`config.mk`:
```
export PLATFORM = sky130hd
export DESIGN_NAME = xy2_100_galvo_frame_transmitter_flat
export DESIGN_NICKNAME = d
export VERILOG_FILES = /design/src/sv/xgft_pkg.sv /design/src/sv/xgft_if.sv /design/src/sv/xgft_lane.sv /design/src/sv/xgft_seq.sv /design/src/sv/xy2_100_galvo_frame_transmitter.sv /design/src/flat_wrapper.sv
export SDC_FILE = /design/constraint.sdc
export NUM_CORES = 1
export LEC_CHECK = 0
export BUFFER_PORTS_ARGS = -buffer_cell sky130_fd_sc_hd__buf_2
export CORE_ASPECT_RATIO = 0.8
export CORE_UTILIZATION = 45
export CTS_CLUSTER_SIZE = 40
export DETAILED_ROUTE_END_ITERATION = 7
export GPL_TIMING_DRIVEN = 1
export REMOVE_ABC_BUFFERS = 1
export SYNTH_ARGS = -nofsm -noshare
export SYNTH_HDL_FRONTEND = slang
export SYNTH_HIERARCHICAL = 1
export SYNTH_SLANG_ARGS = --single-unit
```
`constraint.sdc`:
```
create_clock -name clk_i -period 3.1 [get_ports clk_i]
set_input_delay 0.31 -clock clk_i [delete_from_list [all_inputs] [get_ports clk_i]]
set_output_delay 0.31 -clock clk_i [all_outputs]
set_load 0.005 [all_outputs]
```
`src/sv/xgft_pkg.sv`:
```
`timescale 1ns / 1ps
`default_nettype none

package xgft_pkg;

  // Frame geometry
  localparam int FrameBits  = 20;
  localparam int FrameWords = 2 * FrameBits + 1;
  localparam int PosW       = $clog2(FrameWords);

  // Field widths
  localparam int CtrlW     = 3;
  localparam int PointW    = 16;
  localparam int HalfW     = 16;
  localparam int CfgIdxW   = 4;
  localparam int CfgDataW  = 16;

  // Register reset values
  localparam logic [CtrlW-1:0] CtrlReset = CtrlW'(1);
  localparam logic [HalfW-1:0] HalfReset = HalfW'(1);

  // Configuration register indexes
  typedef enum logic [CfgIdxW-1:0] {
    CfgControlBits = 4'd0,
    CfgHalfPeriod  = 4'd1
  } cfg_reg_e;

  // Per-lane controls issued by the sequencer
  typedef struct packed {
    logic accept;  // capture a new point into the pending word
    logic load;    // move the pending word into the shift register
    logic shift;   // advance to the next bit
  } lane_ctrl_t;

  // Build one frame word: control bits, raw position, even parity
  function automatic logic [FrameBits-1:0] build_word(
    input logic [CtrlW-1:0]  ctrl,
    input logic [PointW-1:0] pos
  );
    logic [FrameBits-2:0] upper;
    upper = {ctrl, pos};
    return {upper, ^upper};
  endfunction

endpackage

`default_nettype wire

```
`src/sv/xgft_if.sv`:
```
`timescale 1ns / 1ps
`default_nettype none

// Point channel: one galvo point per word
interface xgft_point_if;
  logic                                valid;
  logic                                ready;
  logic signed [xgft_pkg::PointW-1:0]  x_position;
  logic signed [xgft_pkg::PointW-1:0]  y_position;

  modport source (output valid, output x_position, output y_position, input ready);
  modport sink   (input valid, input x_position, input y_position, output ready);
endinterface

// Pin channel: one pin state per word
interface xgft_pin_if;
  logic valid;
  logic ready;
  logic clock_level;
  logic sync_level;
  logic x_data_level;
  logic y_data_level;
  logic last;

  modport source (output valid, output clock_level, output sync_level,
                  output x_data_level, output y_data_level, output last,
                  input ready);
  modport sink   (input valid, input clock_level, input sync_level,
                  input x_data_level, input y_data_level, input last,
                  output ready);
endinterface

// Configuration write channel
interface xgft_cfg_if;
  logic                              valid;
  logic                              ready;
  logic [xgft_pkg::CfgIdxW-1:0]      index;
  logic [xgft_pkg::CfgDataW-1:0]     data;

  modport source (output valid, output index, output data, input ready);
  modport sink   (input valid, input index, input data, output ready);
endinterface

`default_nettype wire

```
`src/sv/xgft_lane.sv`:
```
`timescale 1ns / 1ps
`default_nettype none

module xgft_lane (
  input  wire logic                              clk_i,
  input  wire logic [xgft_pkg::CtrlW-1:0]        ctrl_bits_i,
  input  wire logic signed [xgft_pkg::PointW-1:0] position_i,
  input  wire xgft_pkg::lane_ctrl_t              ctrl_i,
  output logic                                   data_o
);

  logic [xgft_pkg::FrameBits-1:0] pend_q;
  logic [xgft_pkg::FrameBits-1:0] shift_q;

  // Build the word with parity as the point is taken
  always_ff @(posedge clk_i) begin
    if (ctrl_i.accept) begin
      pend_q <= xgft_pkg::build_word(ctrl_bits_i, position_i);
    end
  end

  // Load a fresh frame or advance one bit, MSB first
  always_ff @(posedge clk_i) begin
    if (ctrl_i.load) begin
      shift_q <= pend_q;
    end else if (ctrl_i.shift) begin
      shift_q <= {shift_q[xgft_pkg::FrameBits-2:0], 1'b0};
    end
  end

  assign data_o = shift_q[xgft_pkg::FrameBits-1];

endmodule

`default_nettype wire

```
`src/sv/xgft_seq.sv`:
```
`timescale 1ns / 1ps
`default_nettype none

module xgft_seq (
  input  wire logic                        clk_i,
  input  wire logic                        rst_ni,
  input  wire logic [xgft_pkg::HalfW-1:0]  half_period_i,
  input  wire logic                        in_valid_i,
  output logic                             in_ready_o,
  input  wire logic                        x_bit_i,
  input  wire logic                        y_bit_i,
  output xgft_pkg::lane_ctrl_t             lane_ctrl_o,
  output logic                             out_valid_o,
  input  wire logic                        out_ready_i,
  output logic                             clock_level_o,
  output logic                             sync_level_o,
  output logic                             x_data_level_o,
  output logic                             y_data_level_o,
  output logic                             last_o
);

  localparam logic [xgft_pkg::PosW-1:0] FinalPos = xgft_pkg::PosW'(2 * xgft_pkg::FrameBits);

  logic                        pend_valid_q, pend_valid_d;
  logic                        active_q, active_d;
  logic [xgft_pkg::PosW-1:0]   pos_q, pos_d;
  logic [xgft_pkg::HalfW-1:0]  hold_q, hold_d;
  logic                        out_valid_q, out_valid_d;
  logic                        clock_q, sync_q, xd_q, yd_q, last_q;

  logic in_acc, out_free, emit, final_word, load_frame, shift_bit;

  // Handshake and emit decisions
  assign in_ready_o = !pend_valid_q;
  assign in_acc     = in_valid_i && in_ready_o;
  assign out_free   = !out_valid_q || out_ready_i;
  assign emit       = active_q && (hold_q == '0) && out_free;
  assign final_word = (pos_q == FinalPos);
  assign shift_bit  = emit && !final_word && pos_q[0];
  assign load_frame = pend_valid_q && (!active_q || (emit && final_word));

  assign lane_ctrl_o = '{accept: in_acc, load: load_frame, shift: shift_bit};

  // Advance frame position, pending slot and hold timer
  always_comb begin
    pend_valid_d = pend_valid_q;
    active_d     = active_q;
    pos_d        = pos_q;
    hold_d       = hold_q;
    out_valid_d  = out_valid_q;

    if (in_acc) begin
      pend_valid_d = 1'b1;
    end else if (load_frame) begin
      pend_valid_d = 1'b0;
    end

    if (hold_q != '0) begin
      hold_d = hold_q - xgft_pkg::HalfW'(1);
    end

    if (emit) begin
      out_valid_d = 1'b1;
      hold_d      = (half_period_i == '0) ? '0 : half_period_i - xgft_pkg::HalfW'(1);
      if (final_word) begin
        active_d = 1'b0;
        pos_d    = '0;
      end else begin
        pos_d = pos_q + xgft_pkg::PosW'(1);
      end
    end else if (out_valid_q && out_ready_i) begin
      out_valid_d = 1'b0;
    end

    if (load_frame) begin
      active_d = 1'b1;
      pos_d    = '0;
    end
  end

  always_ff @(posedge clk_i or negedge rst_ni) begin
    if (!rst_ni) begin
      pend_valid_q <= 1'b0;
      active_q     <= 1'b0;
      pos_q        <= '0;
      hold_q       <= '0;
      out_valid_q  <= 1'b0;
    end else begin
      pend_valid_q <= pend_valid_d;
      active_q     <= active_d;
      pos_q        <= pos_d;
      hold_q       <= hold_d;
      out_valid_q  <= out_valid_d;
    end
  end

  // Merge the lane bits into the output word
  always_ff @(posedge clk_i) begin
    if (emit) begin
      clock_q <= !final_word && pos_q[0];
      sync_q  <= !final_word;
      xd_q    <= !final_word && x_bit_i;
      yd_q    <= !final_word && y_bit_i;
      last_q  <= final_word;
    end
  end

  assign out_valid_o    = out_valid_q;
  assign clock_level_o  = clock_q;
  assign sync_level_o   = sync_q;
  assign x_data_level_o = xd_q;
  assign y_data_level_o = yd_q;
  assign last_o         = last_q;

`ifndef SYNTH
  a_no_load_and_shift: assert property (@(posedge clk_i) disable iff (!rst_ni)
    !(load_frame && shift_bit)) else $error("lane load and shift together");
  a_pos_in_range: assert property (@(posedge clk_i) disable iff (!rst_ni)
    pos_q <= FinalPos) else $error("frame position out of range");
  a_idle_pos_zero: assert property (@(posedge clk_i) disable iff (!rst_ni)
    !active_q |-> pos_q == '0) else $error("idle sequencer with nonzero position");
  a_emit_fills_out: assert property (@(posedge clk_i) disable iff (!rst_ni)
    emit |=> out_valid_q) else $error("emitted word not presented");
  a_load_needs_point: assert property (@(posedge clk_i) disable iff (!rst_ni)
    load_frame |=> active_q) else $error("frame load did not start a frame");
`endif

endmodule

`default_nettype wire

```
`src/sv/xy2_100_galvo_frame_transmitter.sv`:
```
`timescale 1ns / 1ps
`default_nettype none

// XY2-100 galvo frame transmitter.
// in_i takes one point word (signed X and Y). Each point becomes two 20-bit
// frame words (control bits, raw position, even parity) sent in parallel by
// an X lane and a Y lane, MSB first. out_o emits 41 pin-state words per
// point: clock low then clock high for each bit with sync high, then one
// all-low word with last set.
// cfg_i writes control_bits (index 0) and half_period_cycles (index 1); other
// indexes are ignored. Write only while the block is idle.
// From idle, the point is registered in the pending slot, loaded into the
// lane shift registers, and the first pin word is then registered on out_o.
// Pacing: the hold timer is reloaded from half_period_cycles with each pin
// word (a value of zero acts as one), and the next word waits for it to
// expire. One point waits in a pending slot while the previous frame is sent,
// so frames follow each other with no gap.
// A stalled receiver holds the current word; the next word is presented only
// after it is taken and its hold time has passed.
// Reset clears the pending slot and the frame sequencer and sets the
// registers to control_bits = 1, half_period_cycles = 1.

module xy2_100_galvo_frame_transmitter (
  input  wire logic clk_i,
  input  wire logic rst_ni,
  xgft_point_if.sink  in_i,
  xgft_pin_if.source  out_o,
  xgft_cfg_if.sink    cfg_i
);

  logic [xgft_pkg::CtrlW-1:0] ctrl_bits_q;
  logic [xgft_pkg::HalfW-1:0] half_period_q;
  xgft_pkg::lane_ctrl_t       lane_ctrl;
  logic                       x_bit, y_bit;

  // Take configuration writes at any time
  assign cfg_i.ready = 1'b1;

  always_ff @(posedge clk_i or negedge rst_ni) begin
    if (!rst_ni) begin
      ctrl_bits_q   <= xgft_pkg::CtrlReset;
      half_period_q <= xgft_pkg::HalfReset;
    end else if (cfg_i.valid) begin
      unique case (xgft_pkg::cfg_reg_e'(cfg_i.index))
        xgft_pkg::CfgControlBits: ctrl_bits_q <= cfg_i.data[xgft_pkg::CtrlW-1:0];
        xgft_pkg::CfgHalfPeriod:  half_period_q <= cfg_i.data[xgft_pkg::HalfW-1:0];
        default: ;
      endcase
    end
  end

  // X and Y lanes
  xgft_lane u_lane_x (
    .clk_i       (clk_i),
    .ctrl_bits_i (ctrl_bits_q),
    .position_i  (in_i.x_position),
    .ctrl_i      (lane_ctrl),
    .data_o      (x_bit)
  );

  xgft_lane u_lane_y (
    .clk_i       (clk_i),
    .ctrl_bits_i (ctrl_bits_q),
    .position_i  (in_i.y_position),
    .ctrl_i      (lane_ctrl),
    .data_o      (y_bit)
  );

  // Sequencer and output merge
  xgft_seq u_seq (
    .clk_i          (clk_i),
    .rst_ni         (rst_ni),
    .half_period_i  (half_period_q),
    .in_valid_i     (in_i.valid),
    .in_ready_o     (in_i.ready),
    .x_bit_i        (x_bit),
    .y_bit_i        (y_bit),
    .lane_ctrl_o    (lane_ctrl),
    .out_valid_o    (out_o.valid),
    .out_ready_i    (out_o.ready),
    .clock_level_o  (out_o.clock_level),
    .sync_level_o   (out_o.sync_level),
    .x_data_level_o (out_o.x_data_level),
    .y_data_level_o (out_o.y_data_level),
    .last_o         (out_o.last)
  );

endmodule

`default_nettype wire
```
`src/flat_wrapper.sv`:
```
// flat-port wrapper written by rule: the top's interface ports become plain ports
module xy2_100_galvo_frame_transmitter_flat 
  (clk_i, rst_ni, in_i_valid, in_i_x_position, in_i_y_position, in_i_ready, out_o_valid, out_o_clock_level, out_o_sync_level, out_o_x_data_level, out_o_y_data_level, out_o_last, out_o_ready, cfg_i_valid, cfg_i_index, cfg_i_data, cfg_i_ready);
  xgft_point_if in_i_i ();
  xgft_pin_if out_o_i ();
  xgft_cfg_if cfg_i_i ();
  input  wire logic clk_i;
  input  wire logic rst_ni;
  input wire logic [$bits(in_i_i.valid)-1:0] in_i_valid;
  input wire logic [$bits(in_i_i.x_position)-1:0] in_i_x_position;
  input wire logic [$bits(in_i_i.y_position)-1:0] in_i_y_position;
  output wire logic [$bits(in_i_i.ready)-1:0] in_i_ready;
  output wire logic [$bits(out_o_i.valid)-1:0] out_o_valid;
  output wire logic [$bits(out_o_i.clock_level)-1:0] out_o_clock_level;
  output wire logic [$bits(out_o_i.sync_level)-1:0] out_o_sync_level;
  output wire logic [$bits(out_o_i.x_data_level)-1:0] out_o_x_data_level;
  output wire logic [$bits(out_o_i.y_data_level)-1:0] out_o_y_data_level;
  output wire logic [$bits(out_o_i.last)-1:0] out_o_last;
  input wire logic [$bits(out_o_i.ready)-1:0] out_o_ready;
  input wire logic [$bits(cfg_i_i.valid)-1:0] cfg_i_valid;
  input wire logic [$bits(cfg_i_i.index)-1:0] cfg_i_index;
  input wire logic [$bits(cfg_i_i.data)-1:0] cfg_i_data;
  output wire logic [$bits(cfg_i_i.ready)-1:0] cfg_i_ready;
  assign in_i_i.valid = in_i_valid;
  assign in_i_i.x_position = in_i_x_position;
  assign in_i_i.y_position = in_i_y_position;
  assign in_i_ready = in_i_i.ready;
  assign out_o_valid = out_o_i.valid;
  assign out_o_clock_level = out_o_i.clock_level;
  assign out_o_sync_level = out_o_i.sync_level;
  assign out_o_x_data_level = out_o_i.x_data_level;
  assign out_o_y_data_level = out_o_i.y_data_level;
  assign out_o_last = out_o_i.last;
  assign out_o_i.ready = out_o_ready;
  assign cfg_i_i.valid = cfg_i_valid;
  assign cfg_i_i.index = cfg_i_index;
  assign cfg_i_i.data = cfg_i_data;
  assign cfg_i_ready = cfg_i_i.ready;
  xy2_100_galvo_frame_transmitter u_core (.clk_i(clk_i), .rst_ni(rst_ni), .in_i(in_i_i), .out_o(out_o_i), .cfg_i(cfg_i_i));
endmodule
```
==> run summary <==
CP Launch Type -> flop
Core ar. -> 12,900 um2
Placer Congestion -> 0.801
CP Max Fanout -> 20
CTS resizes -> 0
Post-placement cell area -> 6510 um2
Final Critical Period -> 2720 ps
CP Class -> reg2reg
Antenna fix cells -> 0
Number of antenna violations at the first check in global routing -> 0
CP endpoint kind -> flop
CTS H-tree depth -> 4
Commonest non-fill, non-tap cell in the layout -> edfxtp_1
CP required -> 3250 ps
Maxcap violations -> 0
Clock Skew -> 13.8 ps
Pin count of the biggest net entering global routing -> 45
Setup bufs post-CTS -> 0
Final instance area -> 7080 um2
Pre-Repair DR Iteration Count -> 5
FMAX -> 367 MHz
Chip Width -> 131 um
Reg2reg start -> u_core/u_seq/pos_q[0]
Residual DRC -> 0
Final period utilization -> 87.8%
Pwr dens -> 625 nW/um2
Crit path arrival time -> 2870 ps
WL final -> 10,800 um
GRT Util Overall -> 17.5%
Worst hold path class -> in2async
Final Setup Violations -> 0
Post-synthesis xor/xnor area fraction -> 8.53%
Largest family of logic cells by synthesized area -> multiplexers
Unrepaired setup endpoints after global routing -> false
Port Buffer Count -> 63
Synth cell types -> 56
DRT iter0 DRCs -> 206
Hold_buf cts -> 0
Number of global-route vias before repair -> 3,441
Vert. Die Dim -> 105 um
Primary FF master, synth -> edfxtp_1
Vias -> 3,476
FF-to-FF path depth -> 8
Detail Route Antenna Nets -> 0
Clk slew on worst S/H paths -> 60 ps
Sequential fraction of the synthesis area -> 61.2%
Post-Synth Adder-Cell Area -> 1.26%
CTS tree -> done
P&R area growth vs syn -> 18.6%
Placed Cells -> 659
Simple-Gate Fraction of Synth Area -> 10.9%
Final core occ -> 54.8%
R2R Setup Slk -> 380 ps
Starting Density -> 46.2%
Finished Layout Cells -> 690
Post-synth ARST share -> 34.1%
Nets -> 566
EDFF count, synth -> 85
Per-cell routed wire length -> 15.6 um
Post-Syn Area -> 5970 um2
Clock buffer depth -> 2
Status -> finished clean
Worst-Margin Slew -> 980 ps
CTS root buffer -> clkbuf_16
Row cnt -> 37
First-pass GRT wire length -> 17,900 um
Die area -> 13,700 um2
Max Transition Viols Final -> 0
Total negative slack -> 0 ps
TritonCTS Sinks -> 129
Grt ovf -> 0
Ports -> 65
Ys Warns -> 6
Slew HR -> 34.6%
Leak pwr -> 0.00250 uW
Hpwl dp -> 7420 um
Hold WS -> 61.5 ps
Syn_area_per_cell -> 14.0 um2
Vias/cell -> 5.04
Layout cells sized above 1 -> 34.2%
Reg-to-reg critical path endpoint -> u_core/u_lane_y/shift_q[11]
Multiplexer area fraction after synthesis -> 12.2%
Synth Area in Compound Gates -> 3.79%
Num CTS Buffers -> 17
Synthesized flop and latch total -> 129
Mapped Cells -> 426
Max VDD drop -> 408 uV
Most frequent cells in the layout -> edfxtp_1, buf_2, mux2_2, dfrtp_1, xnor2_1
Worst skew pair latency -> 410 ps
Hold Vio Cnt, Final -> 0
## synthesized netlist by cell type, types with 2 or more instances
cell type / instances / share of area, %
o21ai_0: 5 / 0.42
xnor3_1: 2 / 0.75
nor2_1: 22 / 1.4
o211ai_1: 2 / 0.25
xor2_1: 12 / 1.8
a21oi_1: 9 / 0.75
or3_1: 4 / 0.42
or4_1: 2 / 0.25
and2_1: 8 / 0.84
nor4b_4: 2 / 0.80
a21boi_0: 2 / 0.25
nor4_1: 4 / 0.42
mux2_2: 48 / 9.1
nand2_1: 18 / 1.1
a31oi_1: 3 / 0.31
mux2i_1: 4 / 0.67
ha_1: 6 / 1.3
clkbuf_1: 5 / 0.31
nor3_1: 16 / 1.3
nor2b_1: 2 / 0.21
mux2_4: 10 / 2.5
dfstp_2: 2 / 0.88
inv_1: 11 / 0.69
buf_2: 3 / 0.25
nand4_1: 7 / 0.73
edfxtp_1: 85 / 43
buf_4: 4 / 0.50
dfrtp_1: 42 / 18
or2_2: 4 / 0.42
nand2b_1: 2 / 0.21
xnor2_1: 41 / 6.0
o21ai_1: 7 / 0.59
nand3_1: 9 / 0.75
## metal layers
layer | share of wire (%) | track usage (%) | vias to the layer above | routed length (um)
li1 | - | - | 1725 | -
met1 | 53 | 27.2 | 1671 | 5700
met5 | 0 | 0 | - | 0
met4 | 0.59 | 6.90 | 0 | 64
met3 | 5.1 | 4.61 | 4 | 553
met2 | 41 | 22.7 | 76 | 4450
## logic make-up after synthesis
logic type               Yosys count
AO/OA/AOI/OAI                     37
adder cells (fa/ha/maj)            6
other                              1
AND/OR/NAND/NOR                  112
flip-flops                       129
buffers and inverters             24
multiplexers                      62
XOR/XNOR                          55
## metrics by stage
stage | total power [uW] | worst slack [ps]
5_1_grt | 4610 | 209
4_1_cts | 4470 | 389
2_1_floorplan | 2400 | -251
3_3_place_gp | 2550 | 459
3_5_place_dp | 2560 | 402
6_report | 4420 | 377
## area by class of cell
| class | count | area (um2) |
|---|---|---|
| clock buffer | 17 | 425 |
| tap | 175 | 219 |
| sequential | 129 | 3660 |
| multi-input combinational | 273 | 2210 |
| inverter | 11 | 41.3 |
| timing repair buffer | 71 | 388 |
| fill | 1087 | 5840 |
| clock inverter | 14 | 143 |
## state kept, by name, indices dropped and copies added (netlist names)
name                         flops
u_core/u_seq/out_valid_o         1
u_core/u_seq/last_o              1
u_core/u_seq/pos_q               6
u_core/u_lane_x/shift_q         20
u_core/half_period_q            16
u_core/ctrl_bits_q               3
u_core/u_seq/clock_level_o       1
u_core/u_seq/active_q            1
u_core/u_seq/sync_level_o        1
u_core/u_seq/x_data_level_o      1
u_core/u_lane_x/pend_q          20
u_core/u_seq/y_data_level_o      1
u_core/u_lane_y/shift_q         20
u_core/u_lane_y/pend_q          20
u_core/u_seq/hold_q             16
u_core/u_seq/pend_valid_q        1
## power breakdown
group          switching, uW  internal [uW]  leakage (uW)  total [uW]
logic                    224            279       0.00107         502
registers               91.1           1930       0.00114        2030
clock network            718           1180      0.000286        1890
total                   1030           3390       0.00250        4420
## worst max-delay path by stage
stage                                start                           to  slack (ps)
global route         u_core/u_seq/pos_q[0]  u_core/u_lane_y/shift_q[11]         210
global placement     u_core/u_seq/pos_q[0]   u_core/u_lane_x/shift_q[9]         460
finish               u_core/u_seq/pos_q[0]  u_core/u_lane_y/shift_q[11]         380
detailed placement   u_core/u_seq/pos_q[0]  u_core/u_lane_y/shift_q[14]         400
CTS                  u_core/u_seq/pos_q[0]   u_core/u_lane_y/shift_q[3]         390
floorplan           u_core/u_seq/hold_q[0]   u_core/u_lane_x/shift_q[0]        -250
## worst max-delay path, cell delays in order (launching register included)
cell	delay, ps
dfrtp_1	410
inv_1	130
ha_1	160
nand2_1	40
or3_1	420
o31ai_1	380
and2_2	270
buf_4	290
mux2_2	370
Note: power is estimated with default switching activity, not from simulation.
